### config.mk
export PLATFORM = sky130hd
export DESIGN_NAME = generational_release_table_top
export DESIGN_NICKNAME = d
export VERILOG_FILES = /design/src/grt_pkg.sv /design/src/generational_release_table_top.sv /design/src/grt_ram.sv
export SDC_FILE = /design/constraint.sdc
export NUM_CORES = 2
export LEC_CHECK = 0
export BUFFER_PORTS_ARGS = -buffer_cell sky130_fd_sc_hd__buf_2
export CELL_PAD_IN_SITES_DETAIL_PLACEMENT = 1
export CELL_PAD_IN_SITES_GLOBAL_PLACEMENT = 1
export CORE_ASPECT_RATIO = 1.5
export CORE_UTILIZATION = 50
export CTS_CLUSTER_DIAMETER = 100
export CTS_CLUSTER_SIZE = 8
export DETAILED_ROUTE_END_ITERATION = 8
export PLACE_DENSITY = 0.83
export SYNTH_ARGS = -nofsm -noshare
export SYNTH_HDL_FRONTEND = slang
export SYNTH_HIERARCHICAL = 1
export SYNTH_SLANG_ARGS = --single-unit
### constraint.sdc
create_clock -name clk -period 10.8 [get_ports clk]
set_input_delay 0.54 -clock clk [delete_from_list [all_inputs] [get_ports clk]]
set_output_delay 0.54 -clock clk [all_outputs]
set_load 0.01 [all_outputs]
### src/grt_pkg.sv
package grt_pkg;

  // Fixed widths of the stream fields.
  localparam int HANDLE_PORT_W = 32;
  localparam int PLACED_W      = 5;
  localparam int AGE_W         = 8;
  localparam int GEN_W         = 32;
  localparam int IN_TDATA_W    = 32;
  localparam int OUT_PAD_W     = 3;
  localparam int OUT_TDATA_W   = HANDLE_PORT_W + PLACED_W + OUT_PAD_W;

  // Defaults for the top-level parameters.
  localparam int SLOTS_DEF       = 16;
  localparam int HANDLE_BITS_DEF = 32;

  localparam logic [AGE_W-1:0] AGE_LIMIT_RST = AGE_W'(4);

  typedef enum logic {
    OP_RETIRE  = 1'b0,
    OP_ADVANCE = 1'b1
  } op_t;

  typedef enum logic [2:0] {
    ST_IDLE,
    ST_READ,
    ST_EVAL,
    ST_EVICT_READ,
    ST_EVICT,
    ST_DONE
  } state_t;

endpackage

### src/generational_release_table_top.sv
// Generational release table. Retired handles are parked in SLOTS slots, each stamped
// with the generation current at retire time, and are handed back on the out_ stream
// once their age (generation minus stamp, modulo 2^32) reaches the age limit written
// on cfg_wr_data. An item with in_tuser = 0 retires the handle in in_tdata (handle zero
// is ignored); with in_tuser = 1 it advances the generation. Each advance and each retire
// of a nonzero handle first releases every aged handle in ascending slot order; a retire
// then takes the lowest free slot or, when the table is full, evicts the slot with the
// smallest raw stamp (lowest index on ties) and releases its handle last. Every input item
// ends with one completion item (out_tuser = 0, out_tlast = 1) that carries the slot taken,
// or SLOTS when nothing was placed. One slot RAM with a single registered read port is
// walked by a small sequencer and one shared age subtract-and-compare unit: each slot is
// read in ST_READ and judged in ST_EVAL, an eviction adds ST_EVICT_READ and ST_EVICT, and
// a stalled output can hold the walk. in_tready is high only while the sequencer is idle; a
// finished item waiting in the output register does not hold off the next input. The
// occupancy bits clear at reset, so no clearing pass over the RAM is needed.
module generational_release_table_top #(
  parameter int SLOTS       = grt_pkg::SLOTS_DEF,
  parameter int HANDLE_BITS = grt_pkg::HANDLE_BITS_DEF
) (
  input  logic                            clk,
  input  logic                            rst_n,
  // Input stream.
  input  logic                            in_tvalid,
  output logic                            in_tready,
  input  logic [grt_pkg::IN_TDATA_W-1:0]  in_tdata,   // [31:0] handle
  input  logic                            in_tuser,   // [0] op
  // Result stream.
  output logic                            out_tvalid,
  input  logic                            out_tready,
  output logic [grt_pkg::OUT_TDATA_W-1:0] out_tdata,  // [31:0] released_handle,
                                                      // [36:32] placed_slot, zero pad
  output logic                            out_tuser,  // [0] release_valid
  output logic                            out_tlast,  // last
  // Configuration.
  input  logic                            cfg_wr_en,
  input  logic [grt_pkg::AGE_W-1:0]       cfg_wr_data
);

  localparam int IDX_W   = $clog2(SLOTS);
  localparam int ENTRY_W = HANDLE_BITS + grt_pkg::GEN_W;
  localparam logic [IDX_W-1:0] LAST_IDX = IDX_W'(SLOTS - 1);
  localparam logic [grt_pkg::PLACED_W-1:0] NO_SLOT = grt_pkg::PLACED_W'(SLOTS);

  grt_pkg::state_t state_r, state_nxt;
  logic [IDX_W-1:0]               idx_r, idx_nxt;
  grt_pkg::op_t                   op_r, op_nxt;
  logic [HANDLE_BITS-1:0]         hnd_r, hnd_nxt;
  logic [grt_pkg::GEN_W-1:0]      gen_r, gen_nxt;
  logic [grt_pkg::AGE_W-1:0]      age_limit_r, age_limit_nxt;
  logic [SLOTS-1:0]               occ_r, occ_nxt;
  logic                           free_found_r, free_found_nxt;
  logic [IDX_W-1:0]               free_slot_r, free_slot_nxt;
  logic [grt_pkg::GEN_W-1:0]      best_r, best_nxt;
  logic [IDX_W-1:0]               oldest_r, oldest_nxt;
  logic [grt_pkg::PLACED_W-1:0]   placed_r, placed_nxt;

  logic                               out_valid_r, out_valid_nxt;
  logic                               out_rel_r, out_rel_nxt;
  logic [grt_pkg::HANDLE_PORT_W-1:0]  out_handle_r, out_handle_nxt;
  logic [grt_pkg::PLACED_W-1:0]       out_placed_r, out_placed_nxt;
  logic                               out_last_r, out_last_nxt;

  // Slot RAM: each entry holds {stamp, handle}.
  logic               ram_wr_en;
  logic [IDX_W-1:0]   ram_wr_addr;
  logic [ENTRY_W-1:0] ram_wr_data;
  logic [IDX_W-1:0]   ram_rd_addr;
  logic [ENTRY_W-1:0] ram_rd_data;

  grt_ram #(
    .WIDTH (ENTRY_W),
    .DEPTH (SLOTS)
  ) u_slot_ram (
    .clk     (clk),
    .wr_en   (ram_wr_en),
    .wr_addr (ram_wr_addr),
    .wr_data (ram_wr_data),
    .rd_addr (ram_rd_addr),
    .rd_data (ram_rd_data)
  );

  logic [HANDLE_BITS-1:0]    ent_handle;
  logic [grt_pkg::GEN_W-1:0] ent_stamp;
  logic [grt_pkg::GEN_W-1:0] ent_age;
  logic                      ent_occ;
  logic                      ent_aged;
  logic                      can_emit;
  logic                      accept;
  logic [HANDLE_BITS-1:0]    in_handle;

  assign ent_handle = ram_rd_data[HANDLE_BITS-1:0];
  assign ent_stamp  = ram_rd_data[HANDLE_BITS +: grt_pkg::GEN_W];
  assign ent_occ    = occ_r[idx_r];

  // The one shared age unit: subtract and compare against the limit.
  assign ent_age  = gen_r - ent_stamp;
  assign ent_aged = ent_occ && (ent_age >= grt_pkg::GEN_W'(age_limit_r));

  // The output register can take a new item when it is empty or being drained.
  assign can_emit  = !out_valid_r || out_tready;
  assign in_tready = (state_r == grt_pkg::ST_IDLE);
  assign accept    = in_tvalid && in_tready;
  assign in_handle = HANDLE_BITS'(in_tdata);

  // The eviction victim is read at its own address; otherwise the scan index.
  assign ram_rd_addr = (state_r inside {grt_pkg::ST_EVICT_READ, grt_pkg::ST_EVICT})
                       ? oldest_r : idx_r;

  always_comb begin
    state_nxt      = state_r;
    idx_nxt        = idx_r;
    op_nxt         = op_r;
    hnd_nxt        = hnd_r;
    gen_nxt        = gen_r;
    age_limit_nxt  = cfg_wr_en ? cfg_wr_data : age_limit_r;
    occ_nxt        = occ_r;
    free_found_nxt = free_found_r;
    free_slot_nxt  = free_slot_r;
    best_nxt       = best_r;
    oldest_nxt     = oldest_r;
    placed_nxt     = placed_r;

    out_valid_nxt  = out_valid_r && !out_tready;
    out_rel_nxt    = out_rel_r;
    out_handle_nxt = out_handle_r;
    out_placed_nxt = out_placed_r;
    out_last_nxt   = out_last_r;

    ram_wr_en   = 1'b0;
    ram_wr_addr = idx_r;
    ram_wr_data = {gen_r, hnd_r};

    case (state_r)
      grt_pkg::ST_IDLE: begin
        if (accept) begin
          op_nxt         = grt_pkg::op_t'(in_tuser);
          hnd_nxt        = in_handle;
          idx_nxt        = '0;
          free_found_nxt = 1'b0;
          best_nxt       = '1;
          oldest_nxt     = '0;
          placed_nxt     = NO_SLOT;
          if (grt_pkg::op_t'(in_tuser) == grt_pkg::OP_ADVANCE) begin
            gen_nxt   = gen_r + grt_pkg::GEN_W'(1);
            state_nxt = grt_pkg::ST_READ;
          end else if (in_handle != '0) begin
            state_nxt = grt_pkg::ST_READ;
          end else begin
            state_nxt = grt_pkg::ST_DONE;
          end
        end
      end

      grt_pkg::ST_READ: begin
        state_nxt = grt_pkg::ST_EVAL;
      end

      grt_pkg::ST_EVAL: begin
        if (!ent_aged || can_emit) begin
          if (ent_aged) begin
            out_valid_nxt  = 1'b1;
            out_rel_nxt    = 1'b1;
            out_handle_nxt = grt_pkg::HANDLE_PORT_W'(ent_handle);
            out_placed_nxt = NO_SLOT;
            out_last_nxt   = 1'b0;
            occ_nxt[idx_r] = 1'b0;
          end
          if ((!ent_occ || ent_aged) && !free_found_r) begin
            free_found_nxt = 1'b1;
            free_slot_nxt  = idx_r;
          end
          if (ent_occ && !ent_aged && (ent_stamp < best_r)) begin
            best_nxt   = ent_stamp;
            oldest_nxt = idx_r;
          end
          if (idx_r == LAST_IDX) begin
            if (op_r == grt_pkg::OP_ADVANCE) begin
              state_nxt = grt_pkg::ST_DONE;
            end else if (free_found_nxt) begin
              // Park the new handle in the lowest free slot.
              ram_wr_en              = 1'b1;
              ram_wr_addr            = free_slot_nxt;
              occ_nxt[free_slot_nxt] = 1'b1;
              placed_nxt             = grt_pkg::PLACED_W'(free_slot_nxt);
              state_nxt              = grt_pkg::ST_DONE;
            end else begin
              state_nxt = grt_pkg::ST_EVICT_READ;
            end
          end else begin
            idx_nxt   = idx_r + IDX_W'(1);
            state_nxt = grt_pkg::ST_READ;
          end
        end
      end

      grt_pkg::ST_EVICT_READ: begin
        state_nxt = grt_pkg::ST_EVICT;
      end

      grt_pkg::ST_EVICT: begin
        if (can_emit) begin
          out_valid_nxt  = 1'b1;
          out_rel_nxt    = 1'b1;
          out_handle_nxt = grt_pkg::HANDLE_PORT_W'(ent_handle);
          out_placed_nxt = NO_SLOT;
          out_last_nxt   = 1'b0;
          ram_wr_en      = 1'b1;
          ram_wr_addr    = oldest_r;
          placed_nxt     = grt_pkg::PLACED_W'(oldest_r);
          state_nxt      = grt_pkg::ST_DONE;
        end
      end

      grt_pkg::ST_DONE: begin
        if (can_emit) begin
          out_valid_nxt  = 1'b1;
          out_rel_nxt    = 1'b0;
          out_handle_nxt = '0;
          out_placed_nxt = placed_r;
          out_last_nxt   = 1'b1;
          state_nxt      = grt_pkg::ST_IDLE;
        end
      end

      default: begin
        state_nxt = grt_pkg::ST_IDLE;
      end
    endcase
  end

  always_ff @(posedge clk) begin
    if (!rst_n) begin
      state_r     <= grt_pkg::ST_IDLE;
      gen_r       <= '0;
      age_limit_r <= grt_pkg::AGE_LIMIT_RST;
      occ_r       <= '0;
      out_valid_r <= 1'b0;
    end else begin
      state_r     <= state_nxt;
      gen_r       <= gen_nxt;
      age_limit_r <= age_limit_nxt;
      occ_r       <= occ_nxt;
      out_valid_r <= out_valid_nxt;
    end
  end

  always_ff @(posedge clk) begin
    idx_r        <= idx_nxt;
    op_r         <= op_nxt;
    hnd_r        <= hnd_nxt;
    free_found_r <= free_found_nxt;
    free_slot_r  <= free_slot_nxt;
    best_r       <= best_nxt;
    oldest_r     <= oldest_nxt;
    placed_r     <= placed_nxt;
    out_rel_r    <= out_rel_nxt;
    out_handle_r <= out_handle_nxt;
    out_placed_r <= out_placed_nxt;
    out_last_r   <= out_last_nxt;
  end

  assign out_tvalid = out_valid_r;
  assign out_tdata  = {{grt_pkg::OUT_PAD_W{1'b0}}, out_placed_r, out_handle_r};
  assign out_tuser  = out_rel_r;
  assign out_tlast  = out_last_r;

endmodule

### src/grt_ram.sv
module grt_ram #(
  parameter int WIDTH = 64,
  parameter int DEPTH = 16
) (
  input  logic                     clk,
  input  logic                     wr_en,
  input  logic [$clog2(DEPTH)-1:0] wr_addr,
  input  logic [WIDTH-1:0]         wr_data,
  input  logic [$clog2(DEPTH)-1:0] rd_addr,
  output logic [WIDTH-1:0]         rd_data
);

  logic [WIDTH-1:0] mem [DEPTH];

  always_ff @(posedge clk) begin
    if (wr_en) begin
      mem[wr_addr] <= wr_data;
    end
    rd_data <= mem[rd_addr];
  end

endmodule

### Yosys cells after proc, flatten, opt, wreduce, memory -nomap -nowiden

Memories as Yosys holds them, arrays and structs flattened. A register that Yosys moved wholly into a read port is not among the register bits.
Cells that the tools add are included.

* input port bits: 46
* memories kept: 1
* register bits after elaboration: 182
* bits in writable memories: 1024

Memory list
* u_slot_ram.mem: words 16, bits a word 64, read ports 1, clocked after Yosys merged registers in 1, write ports 1, RTL line grt_ram.sv:13 `logic [WIDTH-1:0] mem [DEPTH];`

* $lt $le $gt $ge: 6
* equal/unequal tests: 16
* reductions and logical operators: 32
* bitwise gates (word level): 3
* muxes and demuxes: 86
* add/subtract/negate cells: 3

Operator list (count)
* 32-bit 2-to-1 mux: 7
* 16-bit 2-to-1 mux: 6
* 32-bit one-hot mux with 3 select lines: 1
* 32-bit one-hot mux with 2 select lines: 1
* 4-bit 2-to-1 mux: 14
* 5-bit 2-to-1 mux: 10
* 32-bit by 1-bit adder with 32-bit output, second input constant: 1
* 32-bit by 8-bit >= comparator with 1-bit output: 1
* 32-bit less-than comparator: 1
* 32-bit nonzero test: 1
* 32-bit subtractor: 1
* 5-bit one-hot mux with 3 select lines: 2
* 3-bit 2-to-1 mux: 9
* 1-bit 2-to-1 mux: 24
* 4-bit one-hot mux with 2 select lines: 3
* 2-bit != test, second input constant: 9
* 3-bit one-hot mux with 6 select lines: 1
* 16-bit bitwise AND: 1
* 16-bit NOT: 1
* 16-bit OR: 1
* 4-bit AND reduction: 3
* 4-bit by 5-bit less-than comparator with 1-bit output, second input constant: 2
* 1-bit demux with 4-bit select: 2
* 4-bit by 1-bit >= comparator with 1-bit output, second input constant: 2
* other kinds (20): 42

### Depth between registers and ports, before layout

* depth after elaboration: 16
* depth in mapped cells: 22
* depth with buffers taken out: 20

### Cells and area by module

The synthesis kept the hierarchy.

Modules (own cells, without submodules)
* grt_ram: sequential area each 32030.7 um^2, times used 1, cells each 1647, area each 39581.7 um^2
* generational_release_table_top: sequential area each 4864.7 um^2, times used 1, cells each 1096, area each 10757.8 um^2

### Least setup slack after synthesis

Ideal clock, no wire load.

* kind: register -> register
* from: reg gen_r[0] (netlist bit)
* to: mem u_slot_ram.mem[0][0], enable pin
* cell stages (with the launch flop): 21
* data required time: 10.235 ns
* arrival: 9.195 ns
* setup time: 0.565 ns
* path buffers: 0
* period minus slack after synthesis: 9.759 ns
* setup slack: 1.041 ns
* path through: dfxtp_1 -> inv_1 -> ha_1 -> fa_1 -> nand2b_1 -> a21o_1 -> nand2_1 -> xor2_1 -> ha_1 -> a21oi_1 -> nor2b_1 -> a2111oi_0 -> o221ai_1 -> nor3_1 -> nand4_1 -> nor4_2 -> a211oi_2 -> or3_1 -> a221o_1 -> or3b_2 -> nor3_1

RTL lines
* start: declaration: RTL line generational_release_table_top.sv:48 `logic [grt_pkg::GEN_W-1:0] gen_r, gen_nxt;`
* start signal: assignment: RTL line generational_release_table_top.sv:240 `gen_r <= gen_nxt;`
* 32-bit subtractor (*): RTL line generational_release_table_top.sv:96 `assign ent_age = gen_r - ent_stamp;`
* 32-bit by 8-bit >= comparator with 1-bit output (*): RTL line generational_release_table_top.sv:97 `assign ent_aged = ent_occ && (ent_age >= grt_pkg::GEN_W'(age_limit_r));`
* 1-bit logical AND (*): RTL line generational_release_table_top.sv:97
* 1-bit logical OR: RTL line generational_release_table_top.sv:168 `if ((!ent_occ || ent_aged) && !free_found_r) begin`
* 1-bit logical AND: RTL line generational_release_table_top.sv:168
* 4-bit 2-to-1 mux / 1-bit 2-to-1 mux (equally long branches): RTL line generational_release_table_top.sv:168
* 4-bit 2-to-1 mux / 1-bit 2-to-1 mux (equally long branches): RTL line generational_release_table_top.sv:159 `if (!ent_aged || can_emit) begin`
* 4-bit 2-to-1 mux / 1-bit 2-to-1 mux (equally long branches): RTL line generational_release_table_top.sv:133 `case (state_r)`
* 4-bit 2-to-1 mux: RTL line generational_release_table_top.sv:179 `end else if (free_found_nxt) begin`
* 4-bit 2-to-1 mux: RTL line generational_release_table_top.sv:177 `if (op_r == grt_pkg::OP_ADVANCE) begin`
* 4-bit 2-to-1 mux: RTL line generational_release_table_top.sv:176 `if (idx_r == LAST_IDX) begin`
* 4-bit 2-to-1 mux (*): RTL line generational_release_table_top.sv:159
* 4-bit one-hot mux with 2 select lines (*): RTL line generational_release_table_top.sv:133
* via ram_wr_addr[2]: RTL line generational_release_table_top.sv:65 `logic [IDX_W-1:0] ram_wr_addr;`
* end: declaration: RTL line grt_ram.sv:13

The timed path passes the listed nets; every way through them passes the cells marked *. The select of a mux whose other input is x is not followed.

### Worst setup path in the final report

* from: reg gen_r[0] (netlist bit)
* to: mem u_slot_ram.mem[14][18], enable pin

The elaborated chain is that of the path after synthesis.

==> out/results.md <==
* wire length of the first global-routing pass: 208 mm
* Hold Path Stages: 3
* Worst Path Max Fanout: 43
* maximum clock rate: 0.117 GHz
* detailed-router iteration count before antenna repair: 9
* top cells by area, synth: sky130_fd_sc_hd__edfxtp_1 (68%), sky130_fd_sc_hd__mux4_2 (12%), sky130_fd_sc_hd__dfxtp_1 (4.9%)
* Post-DRT Antenna Nets: 0
* Clock Skew: 0.0374 ns
* area overhead of the layout relative to synthesis: 14.7%
* count of antenna diodes in the layout: 0
* count of warnings emitted by yosys: 6
* most used flip-flop cell after synthesis: sky130_fd_sc_hd__edfxtp_1
* number of global-route vias before repair: 30800
* Die Area: 102000 µm²
* total chip power: 11.7 mW
* initial standard-cell utilization of the core: 50.4%
* half-perimeter wire length after placement: 72.9 mm
* crit end category: flop
* leading cell type in the layout, fill and taps excluded: sky130_fd_sc_hd__edfxtp_1
* WP data arrival: 8.91 ns
* register-to-register path setup slack: 2.26 ns
* buffer cell driving the clock tree root: sky130_fd_sc_hd__clkbuf_16
* leakage component of the power: 20.3 nW
* outcome: finished with violations
* sum of overflow across all layers after global routing: 0
* setup repair after global routing missed its margin: no
* DRT iter0 DRCs: 3031
* detailed-route via count: 28200
* max-slew violations: 0
* share of synthesized registers carrying an async set or reset: 0%
* total number of placement rows: 142
* overall fraction of global-route tracks in use: 28.5%
* core occupancy in the finished layout: 57.8%
* Avg Vias per Cell: 6.43
* Worst Tran Pin Value: 1.22 ns
* largest vdd supply drop: 182 µV
* Reg-to-Reg Start: gen_r[0]$_SDFFE_PN0P_
* Worst-Skew Late Latency: 0.79 ns
* Fin Setup TNS: 0 ns
* Die Width: 261 µm
* maximum number of pins on one net before global-route repair: 143
* global placement routability congestion: 0.856
* Hold Path End: age_limit_r[3]$_SDFFE_PN0P_
* sequential cell area fraction in the yosys report: 73.3%
* startpoint class of the critical path: flop
* Num CTS Buffers: 176
* Setup crit start: gen_r[0]$_SDFFE_PN0P_
* Pwr per Cell Area: 203 nW/µm²
* share of final-layout standard cells stronger than drive strength 1: 20.6%
* CTS clk-pin slew, worst paths: 0.06 ns
* capturing point of the worst reg2reg path: u_slot_ram/mem[14][18]$_DFFE_PP_
* total wirelength of the detailed-routed design: 142 mm
* distinct cell type count of the synthesized netlist: 76
* required time of the critical path: 11.17 ns
* most used cells in the layout excluding fill and tap cells: sky130_fd_sc_hd__edfxtp_1 (1146), sky130_fd_sc_hd__mux4_2 (260), sky130_fd_sc_hd__clkbuf_16 (182)
* die height: 391 µm
* flip-flop and latch count after synthesis: 1270
* Final Hold Violating Endpoints: 0
* number of instances in the synthesized netlist: 2743
* syn avg cell area: 18.4 µm²
* Final Net Count: 3066
* drc violations: 1
* number of enable-type register cells in the synthesized netlist: 1146
* reported max-cap violation count: 0
* DR WL/cell: 32.4 µm
* post-synthesis cell type with the largest combined area: sky130_fd_sc_hd__edfxtp_1
* Placeable Area: 99900 µm²
* Setup Crit Path Kind: flop to flop
* total number of H-tree levels: 4
* number of top-level pins: 90
* antenna violations before repair: 1
* CTS tree: built
* logic depth of the worst register-to-register path: 20
* share of the synthesized area in the top cell type: 68.4%
* maximum number of buffers from clock root to sink: 3
* number of buffers added on ports: 86
* clock period minus final worst setup slack: 8.54 ns
* worst min-delay path class: input pin to flop
* post-cts sizing count: 0
* failing checks: design-rule violations
* Clock Sinks: 1270
* post-synthesis cell area: 50300 µm²
* relative slew slack: 18.7%
* Setup Viol. Count Final: 0
* start point of the worst hold path: cfg_wr_data[3]
* share of the clock period used by the worst path: 79.1%
[cell usage after synthesis, types with 11 or more instances]
library cell	n
sky130_fd_sc_hd__mux4_2	260
sky130_fd_sc_hd__buf_2	19
sky130_fd_sc_hd__a22oi_1	131
sky130_fd_sc_hd__edfxtp_1	1146
sky130_fd_sc_hd__a31oi_1	12
sky130_fd_sc_hd__xor2_1	30
sky130_fd_sc_hd__nor3_1	22
sky130_fd_sc_hd__xnor2_1	16
sky130_fd_sc_hd__clkbuf_1	78
sky130_fd_sc_hd__o31ai_1	15
sky130_fd_sc_hd__and2_1	42
sky130_fd_sc_hd__nor2b_1	11
sky130_fd_sc_hd__nand3_1	37
sky130_fd_sc_hd__nor2_1	94
sky130_fd_sc_hd__and3_1	23
sky130_fd_sc_hd__o311ai_0	16
sky130_fd_sc_hd__nand2_1	168
sky130_fd_sc_hd__inv_1	84
sky130_fd_sc_hd__ha_1	75
sky130_fd_sc_hd__a21o_1	22
sky130_fd_sc_hd__a21oi_1	63
sky130_fd_sc_hd__dfxtp_1	124
sky130_fd_sc_hd__nand2b_1	20
sky130_fd_sc_hd__buf_1	16
sky130_fd_sc_hd__o21ai_0	30
sky130_fd_sc_hd__buf_6	16
sky130_fd_sc_hd__mux2i_1	16
sky130_fd_sc_hd__nand4_1	25
[per-layer routing]
metal,vias up,track usage (%),wire length (µm)
li1,11400,-,-
met1,14800,34.2,50500
met2,1555,49.1,74100
met3,371,5.93,11100
met4,0,13.3,6450
met5,-,0,0
[cell type report]
type	instances	area [µm²]
fillers	8731	42100
flip-flops and latches	1270	36900
multi-input cells	1253	12600
clock buffers	314	5060
well taps	1296	1620
repair buffers	159	1090
inverters	84	315
clock inverters	8	146
[kinds of logic after synthesis]
family | count (synthesis) | synth area share, %
flip-flops | 1270 | 73.3
AND/OR/NAND/NOR | 485 | 4.70
AO/OA/AOI/OAI | 354 | 5.03
multiplexers | 289 | 12.3
buffers and inverters | 222 | 2.01
adder cells (fa/ha/maj) | 76 | 1.90
XOR/XNOR | 46 | 0.800
other | 1 | 0.00745
[flip-flops by register name (all words and copies together) (netlist names), 3 cells and up]
register	count
age_limit_r	8
best_r	32
free_slot_r	4
gen_r	32
hnd_r	32
idx_r	4
occ_r	16
oldest_r	4
out_handle_r	32
out_placed_r	5
placed_r	5
state_r	3
u_slot_ram/mem	1024
u_slot_ram/rd_data	64
[report_power, final]
part,internal (mW),total [mW],switching [mW]
Combinational,0.375,0.946,0.570
Sequential,5.43,5.53,0.0931
Clock,3.14,5.28,2.13
[stage by stage]
step,setup WS [ns],cell area (µm²),std cells,hold WS [ns]
after floorplan,1.04,50300,2745,0.460
after global placement,2.95,52200,4027,0.474
after detailed placement,2.75,52200,4027,0.496
after CTS,2.49,57800,4383,0.00531
after global routing,2.08,57800,4384,0.0529
final,2.26,57800,4384,0.0519
[worst max-delay path: stages, from the launching register on]
cell	delay, ns
sky130_fd_sc_hd__dfxtp_1	0.80
sky130_fd_sc_hd__inv_1	0.14
sky130_fd_sc_hd__ha_1	0.27
sky130_fd_sc_hd__fa_1	0.42
sky130_fd_sc_hd__nand2b_1	0.20
sky130_fd_sc_hd__a21o_1	0.22
sky130_fd_sc_hd__nand2_1	0.11
sky130_fd_sc_hd__xor2_1	0.16
sky130_fd_sc_hd__ha_1	0.26
sky130_fd_sc_hd__a21oi_1	0.17
sky130_fd_sc_hd__nor2b_1	0.07
sky130_fd_sc_hd__a2111oi_0	0.56
sky130_fd_sc_hd__o221ai_1	0.24
sky130_fd_sc_hd__nor3_1	0.21
sky130_fd_sc_hd__nand4_1	0.30
sky130_fd_sc_hd__nor4_2	0.55
sky130_fd_sc_hd__a211oi_2	0.29
sky130_fd_sc_hd__o211ai_1	0.84
sky130_fd_sc_hd__nand2b_1	0.53
sky130_fd_sc_hd__nor2_4	0.87
sky130_fd_sc_hd__buf_4	0.86
[worst max-delay path by stage]
stage | slack [ns] | cells after the start | endpoint
after global routing | 2.08 | 20 | u_slot_ram/mem[14][18]$_DFFE_PP_
after floorplan | 1.04 | 20 | u_slot_ram/mem[0][0]$_DFFE_PP_
after global placement | 2.95 | 21 | u_slot_ram/mem[1][41]$_DFFE_PP_
final | 2.26 | 20 | u_slot_ram/mem[14][18]$_DFFE_PP_
after CTS | 2.49 | 20 | u_slot_ram/mem[14][23]$_DFFE_PP_
after detailed placement | 2.75 | 21 | u_slot_ram/mem[1][40]$_DFFE_PP_
[repair_timing]
item | in CTS | in global routing
hold endpoints to repair | 34 | 1
hold buffers | 34 | 1
setup buffers | 0 | 0
Power figures use the tool's default switching activity.
